File: config.mk
export PLATFORM = sky130hd
export DESIGN_NAME = image_metadata_stripper
export DESIGN_NICKNAME = d
export VERILOG_FILES = /design/src/sv/imds_pkg.sv /design/src/sv/imds_front.sv /design/src/sv/imds_queue.sv /design/src/sv/imds_back.sv /design/src/sv/image_metadata_stripper.sv
export SDC_FILE = /design/constraint.sdc
export NUM_CORES = 2
export LEC_CHECK = 0
export ABC_AREA = 1
export BUFFER_PORTS_ARGS = -buffer_cell sky130_fd_sc_hd__buf_2
export CAP_MARGIN = 20
export CORE_MARGIN = 5
export CORE_UTILIZATION = 30
export CTS_CLUSTER_SIZE = 25
export DETAILED_ROUTE_END_ITERATION = 12
export GPL_TIMING_DRIVEN = 0
export PLACE_DENSITY = 0.55
export SYNTH_ARGS = -nofsm -noshare
export SYNTH_HDL_FRONTEND = slang
export SYNTH_HIERARCHICAL = 1
export SYNTH_SLANG_ARGS = --single-unit
File: constraint.sdc
create_clock -name i_clk -period 15.9 [get_ports i_clk]
set_clock_uncertainty 0.15 [all_clocks]
set_input_delay 0.795 -clock i_clk [delete_from_list [all_inputs] [get_ports i_clk]]
set_output_delay 0.795 -clock i_clk [all_outputs]
set_load 0.005 [all_outputs]
File: src/sv/imds_pkg.sv
// imds_pkg: item types, queue entry type and byte/tag codes for the image metadata stripper
// used by every module of the block; no dependencies

package imds_pkg;

    typedef struct packed {
        logic [7:0] in_byte;
        logic       in_last;
    } t_in;

    typedef struct packed {
        logic       kind;
        logic [7:0] data_byte;
        logic       status;
        logic       run_last;
    } t_out;

    localparam int CMD_BYTES = 12;

    // results caused by one accepted item: kept bytes, then an optional end item
    typedef struct packed {
        logic [CMD_BYTES-1:0][7:0] bytes;
        logic [3:0]                cnt;
        logic                      has_end;
        logic                      end_status;
    } t_cmd;

    localparam logic       KIND_DATA  = 1'b0;
    localparam logic       KIND_END   = 1'b1;
    localparam logic       ST_SCRUBBED = 1'b0;
    localparam logic       ST_UNSUPPORTED = 1'b1;

    localparam logic [7:0] B_PNG_MAGIC = 8'h89;
    localparam logic [7:0] B_MARK      = 8'hFF;
    localparam logic [7:0] B_SOI       = 8'hD8;
    localparam logic [7:0] B_SOS       = 8'hDA;
    localparam logic [7:0] B_APP_LO    = 8'hE0;
    localparam logic [7:0] B_APP_HI    = 8'hEF;
    localparam logic [7:0] B_COM       = 8'hFE;
    localparam logic [7:0] B_RIFF0     = 8'h52;

    localparam logic [23:0] TAG_PNG  = "PNG";
    localparam logic [31:0] TAG_TEXT = "tEXt";
    localparam logic [31:0] TAG_ZTXT = "zTXt";
    localparam logic [31:0] TAG_ITXT = "iTXt";
    localparam logic [31:0] TAG_TIME = "tIME";
    localparam logic [31:0] TAG_EXIF = "EXIF";
    localparam logic [31:0] TAG_XMP  = "XMP ";
    localparam logic [31:0] TAG_RIFF = "RIFF";
    localparam logic [31:0] TAG_WEBP = "WEBP";

endpackage

File: src/sv/imds_front.sv
// imds_front: format detection and chunk/segment parsing, one item per cycle while the queue is not full
// builds at most one queue entry per item; depends on imds_pkg

module imds_front #(
    parameter int HEADER_DEPTH = 12,
    parameter int LENGTH_BITS  = 32
) (
    input  logic          i_clk,
    input  logic          i_rst_n,
    input  logic          i_cfg_wr_en,
    input  logic [31:0]   i_cfg_wr_data,
    input  logic          i_accept,
    input  imds_pkg::t_in i_item,
    output logic          o_push,
    output imds_pkg::t_cmd o_cmd
);
    import imds_pkg::*;

    localparam int WB = ((LENGTH_BITS > 32) ? LENGTH_BITS : 32) + 2;
    localparam int FW = $clog2(HEADER_DEPTH + 1);
    localparam int IW = $clog2(HEADER_DEPTH);

    typedef enum logic [2:0] {
        FMT_DETECT, FMT_PNG, FMT_JPEG, FMT_WEBP, FMT_UNSUP
    } t_fmt;

    typedef enum logic [2:0] {
        PH_DETECT, PH_SEG, PH_HDR, PH_JMARK, PH_JLEN, PH_PASS, PH_DONE
    } t_phase;

    t_fmt                   r_fmt;
    t_phase                 r_phase;
    logic [LENGTH_BITS-1:0] r_pos;
    logic [7:0]             r_store [HEADER_DEPTH];
    logic [FW-1:0]          r_fill;
    logic [32:0]            r_rem;
    logic                   r_keep;
    logic [31:0]            r_file_length;

    t_fmt                   n_fmt;
    t_phase                 n_phase;
    logic [LENGTH_BITS-1:0] n_pos;
    logic [7:0]             n_store [HEADER_DEPTH];
    logic [FW-1:0]          n_fill;
    logic [32:0]            n_rem;
    logic                   n_keep;

    logic [LENGTH_BITS-1:0] sz;
    t_cmd                   v_cmd;

    always_comb begin
        logic [WB-1:0] pos_w;
        logic [WB-1:0] sz_w;
        logic [WB-1:0] v_start;
        logic [7:0]    v_pb [2];
        logic [WB-1:0] v_pp [2];
        logic [1:0]    v_pv;
        logic [3:0]    v_cnt;
        logic [31:0]   v_len;
        logic [32:0]   v_body;
        logic          v_drop;
        logic [7:0]    b;
        logic [7:0]    m;

        sz      = LENGTH_BITS'(r_file_length);
        pos_w   = WB'(r_pos);
        sz_w    = WB'(sz);
        n_fmt   = r_fmt;
        n_phase = r_phase;
        n_fill  = r_fill;
        n_store = r_store;
        n_rem   = r_rem;
        n_keep  = r_keep;
        v_cmd   = '0;
        v_cnt   = '0;
        v_pv    = '0;
        v_pb[0] = '0;
        v_pb[1] = '0;
        v_pp[0] = '0;
        v_pp[1] = '0;
        v_start = '0;
        v_len   = '0;
        v_body  = '0;
        v_drop  = 1'b0;
        b       = i_item.in_byte;
        m       = '0;

        if (r_pos < sz) begin
            case (r_phase)
                PH_DETECT: begin
                    if (n_fill < FW'(HEADER_DEPTH)) begin
                        n_store[n_fill[IW-1:0]] = b;
                        n_fill = n_fill + FW'(1);
                    end
                    if (n_store[0] == B_PNG_MAGIC) begin
                        if (sz_w < WB'(8)) begin
                            n_fmt = FMT_UNSUP; n_phase = PH_DONE; n_fill = '0;
                        end else if (n_fill >= FW'(4)) begin
                            if ({n_store[1], n_store[2], n_store[3]} == TAG_PNG) begin
                                n_fmt = FMT_PNG;
                                for (int i = 0; i < 4; i++) v_cmd.bytes[i] = n_store[i];
                                v_cnt   = 4'd4;
                                n_fill  = '0;
                                n_rem   = 33'd4;
                                n_keep  = 1'b1;
                                n_phase = PH_SEG;
                            end else begin
                                n_fmt = FMT_UNSUP; n_phase = PH_DONE; n_fill = '0;
                            end
                        end
                    end else if (n_store[0] == B_MARK) begin
                        if (sz_w < WB'(3)) begin
                            n_fmt = FMT_UNSUP; n_phase = PH_DONE; n_fill = '0;
                        end else if (n_fill >= FW'(3)) begin
                            if (n_store[1] == B_SOI && n_store[2] == B_MARK) begin
                                n_fmt = FMT_JPEG;
                                v_cmd.bytes[0] = B_MARK;
                                v_cmd.bytes[1] = B_SOI;
                                v_cnt   = 4'd2;
                                n_fill  = '0;
                                n_phase = PH_HDR;
                                v_pv[0] = 1'b1;
                                v_pb[0] = B_MARK;
                                v_pp[0] = WB'(2);
                            end else begin
                                n_fmt = FMT_UNSUP; n_phase = PH_DONE; n_fill = '0;
                            end
                        end
                    end else if (n_store[0] == B_RIFF0) begin
                        if (sz_w < WB'(12)) begin
                            n_fmt = FMT_UNSUP; n_phase = PH_DONE; n_fill = '0;
                        end else if (n_fill >= FW'(12)) begin
                            if ({n_store[0], n_store[1], n_store[2], n_store[3]} == TAG_RIFF &&
                                {n_store[8], n_store[9], n_store[10], n_store[11]} == TAG_WEBP)
                            begin
                                n_fmt = FMT_WEBP;
                                for (int i = 0; i < 12; i++) v_cmd.bytes[i] = n_store[i];
                                v_cnt   = 4'd12;
                                n_fill  = '0;
                                n_phase = PH_HDR;
                            end else begin
                                n_fmt = FMT_UNSUP; n_phase = PH_DONE; n_fill = '0;
                            end
                        end
                    end else begin
                        n_fmt = FMT_UNSUP; n_phase = PH_DONE; n_fill = '0;
                    end
                end
                PH_SEG: begin
                    if (r_keep) begin
                        v_cmd.bytes[0] = b;
                        v_cnt = 4'd1;
                    end
                    if (r_rem != '0) n_rem = r_rem - 33'd1;
                    if (n_rem == '0) n_phase = PH_HDR;
                end
                PH_HDR: begin
                    if (r_fmt == FMT_JPEG) begin
                        v_pv[0] = 1'b1;
                        v_pb[0] = b;
                        v_pp[0] = pos_w;
                    end else if (r_fill == '0 && pos_w + WB'(8) > sz_w) begin
                        n_phase = PH_DONE; n_fill = '0;
                    end else begin
                        if (n_fill < FW'(HEADER_DEPTH)) begin
                            n_store[n_fill[IW-1:0]] = b;
                            n_fill = n_fill + FW'(1);
                        end
                        if (n_fill >= FW'(8)) begin
                            v_start = pos_w - WB'(7);
                            if (r_fmt == FMT_PNG) begin
                                v_len  = {n_store[0], n_store[1], n_store[2], n_store[3]};
                                v_body = {1'b0, v_len} + 33'd4;
                                v_drop = ({n_store[4], n_store[5], n_store[6], n_store[7]}
                                          inside {TAG_TEXT, TAG_ZTXT, TAG_ITXT, TAG_TIME});
                                if (v_start + WB'(12) + WB'(v_len) > sz_w) begin
                                    n_phase = PH_DONE; n_fill = '0;
                                end
                            end else begin
                                v_len  = {n_store[7], n_store[6], n_store[5], n_store[4]};
                                v_body = {1'b0, v_len} + {32'd0, v_len[0]};
                                v_drop = ({n_store[0], n_store[1], n_store[2], n_store[3]}
                                          inside {TAG_EXIF, TAG_XMP});
                                if (v_start + WB'(8) + WB'(v_body) > sz_w) begin
                                    n_phase = PH_DONE; n_fill = '0;
                                end
                            end
                            if (n_phase != PH_DONE) begin
                                if (!v_drop) begin
                                    for (int i = 0; i < 8; i++) v_cmd.bytes[i] = n_store[i];
                                    v_cnt = 4'd8;
                                end
                                n_fill  = '0;
                                n_rem   = v_body;
                                n_keep  = !v_drop;
                                n_phase = (v_body != '0) ? PH_SEG : PH_HDR;
                            end
                        end
                    end
                end
                PH_JMARK: begin
                    v_pv[0] = 1'b1;
                    v_pb[0] = b;
                    v_pp[0] = pos_w;
                end
                PH_JLEN: begin
                    if (n_fill < FW'(HEADER_DEPTH)) begin
                        n_store[n_fill[IW-1:0]] = b;
                        n_fill = n_fill + FW'(1);
                    end
                    if (n_fill >= FW'(4)) begin
                        m       = n_store[1];
                        v_len   = {16'd0, n_store[2], n_store[3]};
                        v_start = pos_w - WB'(3);
                        n_fill  = '0;
                        if (!(m inside {[B_APP_LO:B_APP_HI], B_COM})) begin
                            v_cmd.bytes[0] = B_MARK;
                            v_cmd.bytes[1] = m;
                            v_cnt = 4'd2;
                        end
                        if (v_len >= 32'd2) begin
                            if (!(m inside {[B_APP_LO:B_APP_HI], B_COM})) begin
                                v_cmd.bytes[2] = n_store[2];
                                v_cmd.bytes[3] = n_store[3];
                                v_cnt = 4'd4;
                            end
                            n_rem   = {1'b0, v_len} - 33'd2;
                            n_keep  = !(m inside {[B_APP_LO:B_APP_HI], B_COM});
                            n_phase = (n_rem != '0) ? PH_SEG : PH_HDR;
                        end else begin
                            n_phase = PH_HDR;
                            if (v_len == '0 || !(m inside {[B_APP_LO:B_APP_HI], B_COM})) begin
                                v_pv    = 2'b11;
                                v_pb[0] = n_store[2];
                                v_pp[0] = v_start + WB'(2);
                                v_pb[1] = n_store[3];
                                v_pp[1] = v_start + WB'(3);
                            end else begin
                                v_pv[0] = 1'b1;
                                v_pb[0] = n_store[3];
                                v_pp[0] = v_start + WB'(3);
                            end
                        end
                    end
                end
                PH_PASS: begin
                    v_cmd.bytes[0] = b;
                    v_cnt = 4'd1;
                end
                default: begin
                end
            endcase

            // marker scan steps, up to two per item
            for (int k = 0; k < 2; k++) begin
                if (v_pv[k]) begin
                    if (n_phase == PH_HDR) begin
                        if (v_pp[k] + WB'(2) > sz_w) begin
                            n_phase = PH_DONE; n_fill = '0;
                        end else if (v_pb[k] == B_MARK) begin
                            n_store[0] = B_MARK;
                            n_fill     = FW'(1);
                            n_phase    = PH_JMARK;
                        end
                    end else if (n_phase == PH_JMARK) begin
                        v_start = v_pp[k] - WB'(1);
                        if ((v_pb[k] inside {[B_APP_LO:B_APP_HI], B_COM}) &&
                            v_start + WB'(4) > sz_w) begin
                            n_phase = PH_DONE; n_fill = '0;
                        end else if (v_pb[k] != B_SOS && v_start + WB'(4) <= sz_w) begin
                            if (n_fill < FW'(HEADER_DEPTH)) begin
                                n_store[n_fill[IW-1:0]] = v_pb[k];
                                n_fill = n_fill + FW'(1);
                            end
                            n_phase = PH_JLEN;
                        end else begin
                            v_cmd.bytes[v_cnt]         = B_MARK;
                            v_cmd.bytes[v_cnt + 4'd1]  = v_pb[k];
                            v_cnt   = v_cnt + 4'd2;
                            n_phase = PH_PASS;
                        end
                    end
                end
            end
        end

        n_pos = (r_pos != '1) ? r_pos + LENGTH_BITS'(1) : r_pos;
        v_cmd.cnt = v_cnt;

        if (i_item.in_last) begin
            v_cmd.has_end    = 1'b1;
            v_cmd.end_status = (n_fmt == FMT_PNG || n_fmt == FMT_JPEG || n_fmt == FMT_WEBP)
                               ? ST_SCRUBBED : ST_UNSUPPORTED;
            n_fmt   = FMT_DETECT;
            n_phase = PH_DETECT;
            n_pos   = '0;
            n_fill  = '0;
            n_rem   = '0;
            n_keep  = 1'b0;
        end
    end

    assign o_cmd  = v_cmd;
    assign o_push = i_accept && (v_cmd.cnt != '0 || v_cmd.has_end);

    always_ff @(posedge i_clk) begin
        if (!i_rst_n) begin
            r_fmt         <= FMT_DETECT;
            r_phase       <= PH_DETECT;
            r_pos         <= '0;
            r_fill        <= '0;
            r_rem         <= '0;
            r_keep        <= 1'b0;
            r_file_length <= '0;
        end else begin
            if (i_cfg_wr_en) r_file_length <= i_cfg_wr_data;
            if (i_accept) begin
                r_fmt   <= n_fmt;
                r_phase <= n_phase;
                r_pos   <= n_pos;
                r_fill  <= n_fill;
                r_rem   <= n_rem;
                r_keep  <= n_keep;
            end
        end
        if (i_accept) r_store <= n_store;
    end

endmodule

File: src/sv/imds_queue.sv
// imds_queue: short queue of parsed entries between parser and output sequencer
// depends on imds_pkg

module imds_queue #(
    parameter int DEPTH = 4
) (
    input  logic           i_clk,
    input  logic           i_rst_n,
    input  logic           i_push,
    input  imds_pkg::t_cmd i_data,
    input  logic           i_pop,
    output imds_pkg::t_cmd o_data,
    output logic           o_empty,
    output logic           o_full
);
    import imds_pkg::*;

    localparam int PW = $clog2(DEPTH);
    localparam int CW = $clog2(DEPTH + 1);

    t_cmd          r_mem [DEPTH];
    logic [PW-1:0] r_wr;
    logic [PW-1:0] r_rd;
    logic [CW-1:0] r_count;

    logic          do_push;
    logic          do_pop;

    assign o_empty = (r_count == '0);
    assign o_full  = (r_count == CW'(DEPTH));
    assign o_data  = r_mem[r_rd];
    assign do_push = i_push && !o_full;
    assign do_pop  = i_pop && !o_empty;

    always_ff @(posedge i_clk) begin
        if (!i_rst_n) begin
            r_wr    <= '0;
            r_rd    <= '0;
            r_count <= '0;
        end else begin
            if (do_push) r_wr <= (r_wr == PW'(DEPTH - 1)) ? '0 : r_wr + PW'(1);
            if (do_pop)  r_rd <= (r_rd == PW'(DEPTH - 1)) ? '0 : r_rd + PW'(1);
            if (do_push && !do_pop)      r_count <= r_count + CW'(1);
            else if (do_pop && !do_push) r_count <= r_count - CW'(1);
        end
        if (do_push) r_mem[r_wr] <= i_data;
    end

endmodule

File: src/sv/imds_back.sv
// imds_back: expands queue entries into result items, one per cycle while not stalled, registered output
// depends on imds_pkg

module imds_back (
    input  logic           i_clk,
    input  logic           i_rst_n,
    input  logic           i_q_empty,
    input  imds_pkg::t_cmd i_q_data,
    output logic           o_q_pop,
    input  logic           i_stall,
    output logic           o_valid,
    output imds_pkg::t_out o_item
);
    import imds_pkg::*;

    t_cmd       r_cur;
    logic       r_cur_v;
    logic [3:0] r_idx;
    logic       r_valid;
    t_out       r_out;

    t_cmd       n_cur;
    logic       n_cur_v;
    logic [3:0] n_idx;
    logic       n_valid;
    t_out       n_out;

    logic       load;
    logic [3:0] last_idx;

    assign load     = !r_valid || !i_stall;
    assign last_idx = r_cur.cnt + {3'd0, r_cur.has_end} - 4'd1;

    always_comb begin
        n_cur   = r_cur;
        n_cur_v = r_cur_v;
        n_idx   = r_idx;
        n_valid = r_valid && i_stall;
        n_out   = r_out;
        o_q_pop = 1'b0;
        if (load && r_cur_v) begin
            n_valid = 1'b1;
            if (r_idx < r_cur.cnt) begin
                n_out.kind      = KIND_DATA;
                n_out.data_byte = r_cur.bytes[r_idx];
                n_out.status    = ST_SCRUBBED;
            end else begin
                n_out.kind      = KIND_END;
                n_out.data_byte = '0;
                n_out.status    = r_cur.end_status;
            end
            n_out.run_last = (r_idx == last_idx);
            n_idx = r_idx + 4'd1;
        end
        if (!r_cur_v || (load && r_idx == last_idx)) begin
            o_q_pop = !i_q_empty;
            n_cur_v = !i_q_empty;
            n_cur   = i_q_data;
            n_idx   = '0;
        end
    end

    always_ff @(posedge i_clk) begin
        if (!i_rst_n) begin
            r_cur_v <= 1'b0;
            r_idx   <= '0;
            r_valid <= 1'b0;
        end else begin
            r_cur_v <= n_cur_v;
            r_idx   <= n_idx;
            r_valid <= n_valid;
        end
        r_cur <= n_cur;
        r_out <= n_out;
    end

    assign o_valid = r_valid;
    assign o_item  = r_out;

endmodule

File: src/sv/image_metadata_stripper.sv
// image_metadata_stripper: top level, parser -> entry queue -> output sequencer
// depends on imds_pkg, imds_front, imds_queue, imds_back
//
//   channel   | handshake          | payload
//   ----------+--------------------+------------------------------
//   input     | i_valid / o_stall  | i_item  (in_byte, in_last)
//   output    | o_valid / i_stall  | o_item  (kind, data_byte, status, run_last)
//   config    | i_cfg_wr_en        | i_cfg_wr_data (file_length)
//
// one input item per cycle while o_stall is low; an item with n results gives n output items
// (header flushes up to 12 bytes plus end item), sent one at a time from the single output register
// up to QUEUE_DEPTH parsed entries wait between parser and output; o_stall when full
// synchronous active-low reset clears parser state, queue and output; no clearing pass
// with an empty queue the first output item passes the queue, the current-entry register and the output register

module image_metadata_stripper #(
    parameter int HEADER_DEPTH = 12,
    parameter int LENGTH_BITS  = 32,
    parameter int QUEUE_DEPTH  = 4
) (
    input  logic           i_clk,
    input  logic           i_rst_n,
    input  logic           i_cfg_wr_en,
    input  logic [31:0]    i_cfg_wr_data,
    input  logic           i_valid,
    output logic           o_stall,
    input  imds_pkg::t_in  i_item,
    output logic           o_valid,
    input  logic           i_stall,
    output imds_pkg::t_out o_item
);
    import imds_pkg::*;

    logic accept;
    logic push;
    t_cmd push_cmd;
    logic pop;
    t_cmd head_cmd;
    logic q_empty;
    logic q_full;

    assign o_stall = q_full;
    assign accept  = i_valid && !q_full;

    imds_front #(
        .HEADER_DEPTH (HEADER_DEPTH),
        .LENGTH_BITS  (LENGTH_BITS)
    ) u_front (
        .i_clk         (i_clk),
        .i_rst_n       (i_rst_n),
        .i_cfg_wr_en   (i_cfg_wr_en),
        .i_cfg_wr_data (i_cfg_wr_data),
        .i_accept      (accept),
        .i_item        (i_item),
        .o_push        (push),
        .o_cmd         (push_cmd)
    );

    imds_queue #(
        .DEPTH (QUEUE_DEPTH)
    ) u_queue (
        .i_clk   (i_clk),
        .i_rst_n (i_rst_n),
        .i_push  (push),
        .i_data  (push_cmd),
        .i_pop   (pop),
        .o_data  (head_cmd),
        .o_empty (q_empty),
        .o_full  (q_full)
    );

    imds_back u_back (
        .i_clk     (i_clk),
        .i_rst_n   (i_rst_n),
        .i_q_empty (q_empty),
        .i_q_data  (head_cmd),
        .o_q_pop   (pop),
        .i_stall   (i_stall),
        .o_valid   (o_valid),
        .o_item    (o_item)
    );

endmodule

### Word-level counts from Yosys, hierarchy flattened

Memory sizes are Yosys's and may differ from the RTL's. A register that Yosys moved wholly into a read port is not among the register bits.
Index checks and enable logic that the tools add are counted.

* memory bits (writable): 408
* memories: 1
* flip-flop bits (word level): 228
* input port bits: 46
* output and inout bits: 13

Memories
* u_queue.r_mem: words 4, width 102, read ports 1, clocked after memory_dff 1, wr ports 1, RTL line imds_queue.sv:21 `t_cmd r_mem [DEPTH];`

* add/subtract/negate cells: 34
* mux-type cells: 338
* reduce and logical (&&, ||, !) cells: 66
* equal/unequal tests: 51
* bitwise logic cells: 6
* $lt $le $gt $ge: 44

Operators with widths (number)
* 96-bit 2-to-1 mux: 39
* 33-bit 2-to-1 mux: 21
* 96-bit bitwise mux: 5
* 64-bit 2-to-1 mux: 6
* 32-bit 2-to-1 mux: 11
* 34-bit 2-to-1 mux: 9
* 4-bit 2-to-1 mux: 76
* 96-bit one-hot mux with 3 select lines: 1
* 32-bit by 31-bit == test with 1-bit output, second input constant: 8
* 34-bit by 32-bit greater-than comparator with 1-bit output: 7
* 8-bit demux with 4-bit select: 7
* 8-bit 2-to-1 mux: 27
* 96-bit bitwise OR: 2
* 3-bit 2-to-1 mux: 60
* 88-bit 2-to-1 mux: 2
* 16-bit 2-to-1 mux: 9
* 34-bit by 2-bit adder with 34-bit output, second input constant: 4
* 68-bit 2-to-1 mux: 2
* 34-bit one-hot mux with 4 select lines: 1
* 33-bit one-hot mux with 4 select lines: 1
* 33-bit nonzero test: 3
* 80-bit 2-to-1 mux: 1
* 8-bit == test, second input constant: 9
* 24-bit one-hot mux with 3 select lines: 1
* other kinds (75): 227

### Logic depth before layout (Yosys ltp)

* depth in word-level cells: 50
* mapped depth: 61

### Cells and area by module

Netlist, hierarchy kept.

Modules (own cells, without submodules)
* imds_front: sequential area each 5044.8 sq um, cells each 5984, times used 1, area each 35642.9 sq um
* imds_queue: sequential area each 12431.9 sq um, cells each 1058, times used 1, area each 15568.7 sq um
* imds_back: sequential area each 3513.4 sq um, cells each 393, times used 1, area each 4951.0 sq um
* image_metadata_stripper: sequential area each 0.0 sq um, cells each 2, times used 1, area each 10.0 sq um

### Worst setup path before layout

Ideal clock, no wire load.

* path type: register to register
* from: reg u_front.r_fill[0]
* to: mem u_queue/r_mem[0][0] in the netlist's numbering (enable)
* setup time: 0.564 ns
* arrival time: 11.067 ns
* required time: 15.186 ns
* slack: 4.119 ns
* path buffers: 1
* stages on the path, launching flop included: 44
* cell sequence: dfxtp_1 > inv_1 > ha_1 > clkbuf_1 > nand3_1 > o21ai_1 > ha_1 > nand3_1 > nor2_1 > nand2_1 > inv_1 > nand2_1 > nand2_1 > inv_1 > ha_1 > ha_1 > nand2_1 > inv_1 > [... 8 more ...] > a31oi_1 > xnor2_1 > ha_1 > nand2_1 > nor3_1 > nand4_1 > nand2_1 > nand3_1 > nand2_1 > nand2_1 > or3_1 > nand2_1 > inv_1 > a21oi_1 > nor2_1 > nor2_1 > nand2_1 > nor2_1

RTL lines
* from (decl): RTL line imds_front.sv:35 `logic [FW-1:0] r_fill;`
* from (signal assigned): RTL line imds_front.sv:321 `r_fill <= n_fill;`
* to (decl): RTL line imds_queue.sv:21

==> summary by stage <==
Status
The flow ran to the end, and the final reports show no timing, DRC or antenna violations.

Routing
After detailed routing, the number of remaining DRC violations is 0. The number of routed nets with antenna violations is 0. After detailed routing, the average wire length per cell comes to 25.2 um.

After detailed routing, the number of vias per cell comes to between 5 and 6. Summing over every cut layer, the via total after detailed routing is 56,340. The detailed-route wire length is 257,000 um. For this run, the detailed router's first-pass iteration total came to 6. In this run, the number of DRC markers left after iteration 0 of detailed routing was around 6,400.

Die
The floorplan step set the die width to 443 um. The area of the core is around 0.19 sq mm. The total number of placement rows is 158.

The floorplan step set the die height to 443 um. The number of ports placed on the die boundary is 59. For this configuration, the core starts out at a cell density of 30.2%. The floorplan die area is a little under 0.2 sq mm.

Pwr
The standby leakage power is 26.4 nW. The worst voltage drop across the vdd grid is 0.197 mV. Dividing total power by cell area gives a power density of roughly 150 mW/mm^2. The final total power is approximately 9.4 mW.

Clocking
The deepest clock path buffer count is 3. The TritonCTS clock tree is yes. In this run the post-CTS setup repair buffer count came out at 0. The level count of the clock H-tree is 3. The quantity of hold-fixing buffers added after cts is 0. The clock tree root driver cell is sky130_fd_sc_hd__clkbuf_16. The sink count of the clock tree is 740. The number of instances resized during post-cts repair is 0. The number of buffers inserted during clock tree synthesis is 87. Clock-pin slew was measured on the worst setup and hold paths at ~60 ps.

The latest clock arrival within the worst-skew pair is ~750 ps.

Global routing
The first global-routing pass estimated 365,000 um of wire. The total overflow left after global routing is 0. The largest net degree at the start of global routing is 70. Global routing used 5.12% of the available met3 tracks. For met2 alone, demand over resource in global routing was 40.3%.

The met1 usage is 31.4%. The initial antenna violation count was 10. The layer carrying the most global-route usage is met2. The via count of the first global-routing pass is 52,756. The total global-route track usage is ~25%.

STA
The final setup violation count is 0. The final period utilization is 79.8%. The highest clock frequency the design can meet is slightly below 0.08 GHz. Setup repair after global routing left no endpoint under its margin. The hold violation count in the final report came to 0.

The actual slew at the worst max-slew pin is around 1200 ps. In this run the tightest slew margin relative to its limit is 17.1%. The final max-slew violation count came to 0. After layout, the minimum clock period comes to 12,690 ps.

Finish
The area growth from synthesis to layout is 12.4%. The library cell used most frequently in the layout, excluding fill and tap cells, is sky130_fd_sc_hd__nand2_1. Cells fill 34.0% of the core in the end. Leaving out fill and tap cells, the most frequent cells in the layout are sky130_fd_sc_hd__nand2_1, sky130_fd_sc_hd__nor2_1, sky130_fd_sc_hd__inv_1. In the final design database the tool counted a little over 8,000 nets.

After filler insertion, the fill cell instance count of the layout stands at 19,891. Summing all multi-input logic gate instances after layout gives 0.0309 sq mm. The post-route netlist has 6.77% of its cells at a drive strength greater than 1. In the final layout, flip-flops and latches occupy about 0.021 sq mm. The area of all placed cells without fillers is about 0.063 sq mm.

Logic synthesis
The cell type with the highest aggregate area in the netlist is sky130_fd_sc_hd__edfxtp_1. The fraction of registers with async set/reset is 0%. In the synthesized netlist, the number of instances is 7,437. Summing the sequential cell areas from Yosys gives 37.4% of the chip area. The count of different cell masters after synthesis is around 80. The average instance in the mapped netlist occupies 7.55 sq um.

For this run, the leading register cell type out of synthesis is sky130_fd_sc_hd__edfxtp_1. In this run, synthesis produced a sequential element count of 740. By area the synthesized netlist is led by sky130_fd_sc_hd__edfxtp_1, sky130_fd_sc_hd__nand2_1, sky130_fd_sc_hd__ha_1. The cell area that synthesis handed to floorplanning was 0.0562 sq mm. The portion of synthesized cell area occupied by the leading cell type is 33.0%. In this run, synthesis inferred 617 flip-flops with an integrated enable. The Yosys step of the flow raised 6 warnings.

Worst setup path
The largest fanout of any net on the critical path is 27. STA classifies the critical path endpoint as a register. In this run the worst setup path begins at u_front/r_fill[0]$_SDFFE_PN0P_. The length in cells of the worst reg-to-reg path is 45. Across all register-to-register paths, the minimum setup slack is 3210 ps. Among all stages on the critical path, the largest delay is contributed by sky130_fd_sc_hd__o21ai_0.

Data on the critical path is required at its endpoint by 16,150 ps. STA classifies the critical path startpoint as a register. The category of the critical setup timing path is reg -> reg. The delay contributed by the slowest stage of the critical path is 760 ps.

The cell repeated most along the worst path is sky130_fd_sc_hd__nand2_1. The startpoint identified for the worst register-to-register timing path is u_front/r_fill[0]$_SDFFE_PN0P_. The end of the worst register-to-register path is u_queue/r_mem[0][32]$_DFFE_PP_. The worst endpoint data arrival time is 12,950 ps.

Place
The wire-length estimate of the detail-placed layout is between 200,000 and 250,000 um. The congestion estimate from routability-driven global placement came to roughly 1.0. Input and output buffers added on the ports amount to 53. The placed instances occupy a cell area of 0.0602 sq mm.

Job
The max-capacitance violation count is 0.

Hold path
The endpoint of the worst hold-timing path is u_queue/r_mem[3][1]$_DFFE_PP_. The startpoint identified for the worst hold timing path is i_item[0]. Along the worst hold path, the cell count comes to 1. The worst hold-check path type is in -> reg.
-- area by class of cell --
type / count / area share (%)
diodes: 5 / 0.0198
plain buffers: 308 / 2.58
clock buffers: 104 / 3.57
clock inverters: 56 / 1.01
inverters: 734 / 4.38
multi-input cells: 5674 / 49.0
flip-flops and latches: 740 / 33.2
well taps: 2480 / 4.91
repair buffers: 85 / 1.30
-- state kept, by name, summed over array words and instances (netlist names), 4 cells and up, named ones only --
name / count
u_front/r_pos: 32
u_front/r_store: 96
u_front/r_fill: 4
u_front/r_rem: 33
u_queue/r_mem: 408
u_back/r_idx: 4
u_back/r_cur: 102
u_front/r_file_length: 32
u_back/o_item: 11
-- worst max-delay path by stage --
| stage | endpoint | slack [ps] | depth (start not counted) |
|---|---|---|---|
| CTS | u_queue/r_mem[0][32]$_DFFE_PP_ | 3390 | 49 |
| global route | u_queue/r_mem[0][32]$_DFFE_PP_ | 2720 | 45 |
| floorplan | u_queue/r_mem[0][0]$_DFFE_PP_ | 4120 | 43 |
| detailed placement | u_queue/r_mem[0][30]$_DFFE_PP_ | 2990 | 44 |
| finish | u_queue/r_mem[0][32]$_DFFE_PP_ | 3210 | 45 |
| global placement | u_queue/r_mem[0][30]$_DFFE_PP_ | -4660 | 42 |
-- per-stage QoR --
stage	setup TNS, ps	hold WS [ps]	cells	setup slack (ps)
final	0	118	10186	3210
after global routing	0	81.5	10181	2720
after CTS	0	57.3	10177	3390
after detailed placement	0	312	10017	2990
after global placement	-1849280	296	9989	-4660
after floorplan	0	280	7456	4120
-- metal layers --
metal	vias to the layer above	part of all wire (%)
li1	25978	-
met1	26763	40
met2	2927	45
met3	664	8.9
met4	8	6.4
met5	-	0.018
-- worst max-delay path, delay by kind of cell, from the launching register on --
family | cells | cell delay, ps
adders and majority gates | 5 | 1590
AOI/OAI and AO/OA | 10 | 3570
xor gates and xnor gates | 1 | 260
DFF | 1 | 360
buffers and inverters | 7 | 1730
and+or+nand+nor | 22 | 4680
-- synth_stat cells (10+ instances only) --
master	number
sky130_fd_sc_hd__o21ai_1	87
sky130_fd_sc_hd__o21a_1	17
sky130_fd_sc_hd__nand2_2	28
sky130_fd_sc_hd__dfxtp_1	123
sky130_fd_sc_hd__inv_1	691
sky130_fd_sc_hd__and2_1	11
sky130_fd_sc_hd__a221oi_1	23
sky130_fd_sc_hd__buf_4	37
sky130_fd_sc_hd__nor4_1	67
sky130_fd_sc_hd__nand2_1	1541
sky130_fd_sc_hd__nor2_1	1003
sky130_fd_sc_hd__clkbuf_1	169
sky130_fd_sc_hd__o221ai_1	23
sky130_fd_sc_hd__nand4_1	151
sky130_fd_sc_hd__nor2_2	35
sky130_fd_sc_hd__a22oi_1	36
sky130_fd_sc_hd__ha_1	388
sky130_fd_sc_hd__nand3_1	466
sky130_fd_sc_hd__o21ai_0	607
sky130_fd_sc_hd__o211ai_1	28
sky130_fd_sc_hd__nor3_1	151
sky130_fd_sc_hd__o22ai_1	141
sky130_fd_sc_hd__o31ai_1	11
sky130_fd_sc_hd__a211oi_1	46
sky130_fd_sc_hd__a21oi_1	366
sky130_fd_sc_hd__o21ai_2	13
sky130_fd_sc_hd__xnor2_1	46
sky130_fd_sc_hd__buf_2	55
sky130_fd_sc_hd__buf_6	28
sky130_fd_sc_hd__nand3_2	10
sky130_fd_sc_hd__a21o_1	10
sky130_fd_sc_hd__clkinv_1	16
sky130_fd_sc_hd__a31oi_1	28
sky130_fd_sc_hd__inv_2	24
sky130_fd_sc_hd__edfxtp_1	617
sky130_fd_sc_hd__xor2_1	206
sky130_fd_sc_hd__buf_1	11
-- where the power goes --
group / switching (mW) / internal, mW / total, mW
Sequential: 0.186 / 2.60 / 2.79
Combinational: 3.18 / 1.39 / 4.57
Clock: 0.876 / 1.14 / 2.02
Total: 4.24 / 5.13 / 9.37
-- cells by family after synthesis --
logic type               after synthesis  share of synthesized area [%]
other                                  1                        0.00668
XOR/XNOR                             252                           3.93
AO/OA/AOI/OAI                       1490                           15.1
AND/OR/NAND/NOR                     3510                           26.8
flip-flops                           740                           37.4
buffers and inverters               1042                           7.83
adder cells (fa/ha/maj)              391                           8.75
multiplexers                          11                          0.221
(Power assumes the default switching activity.)
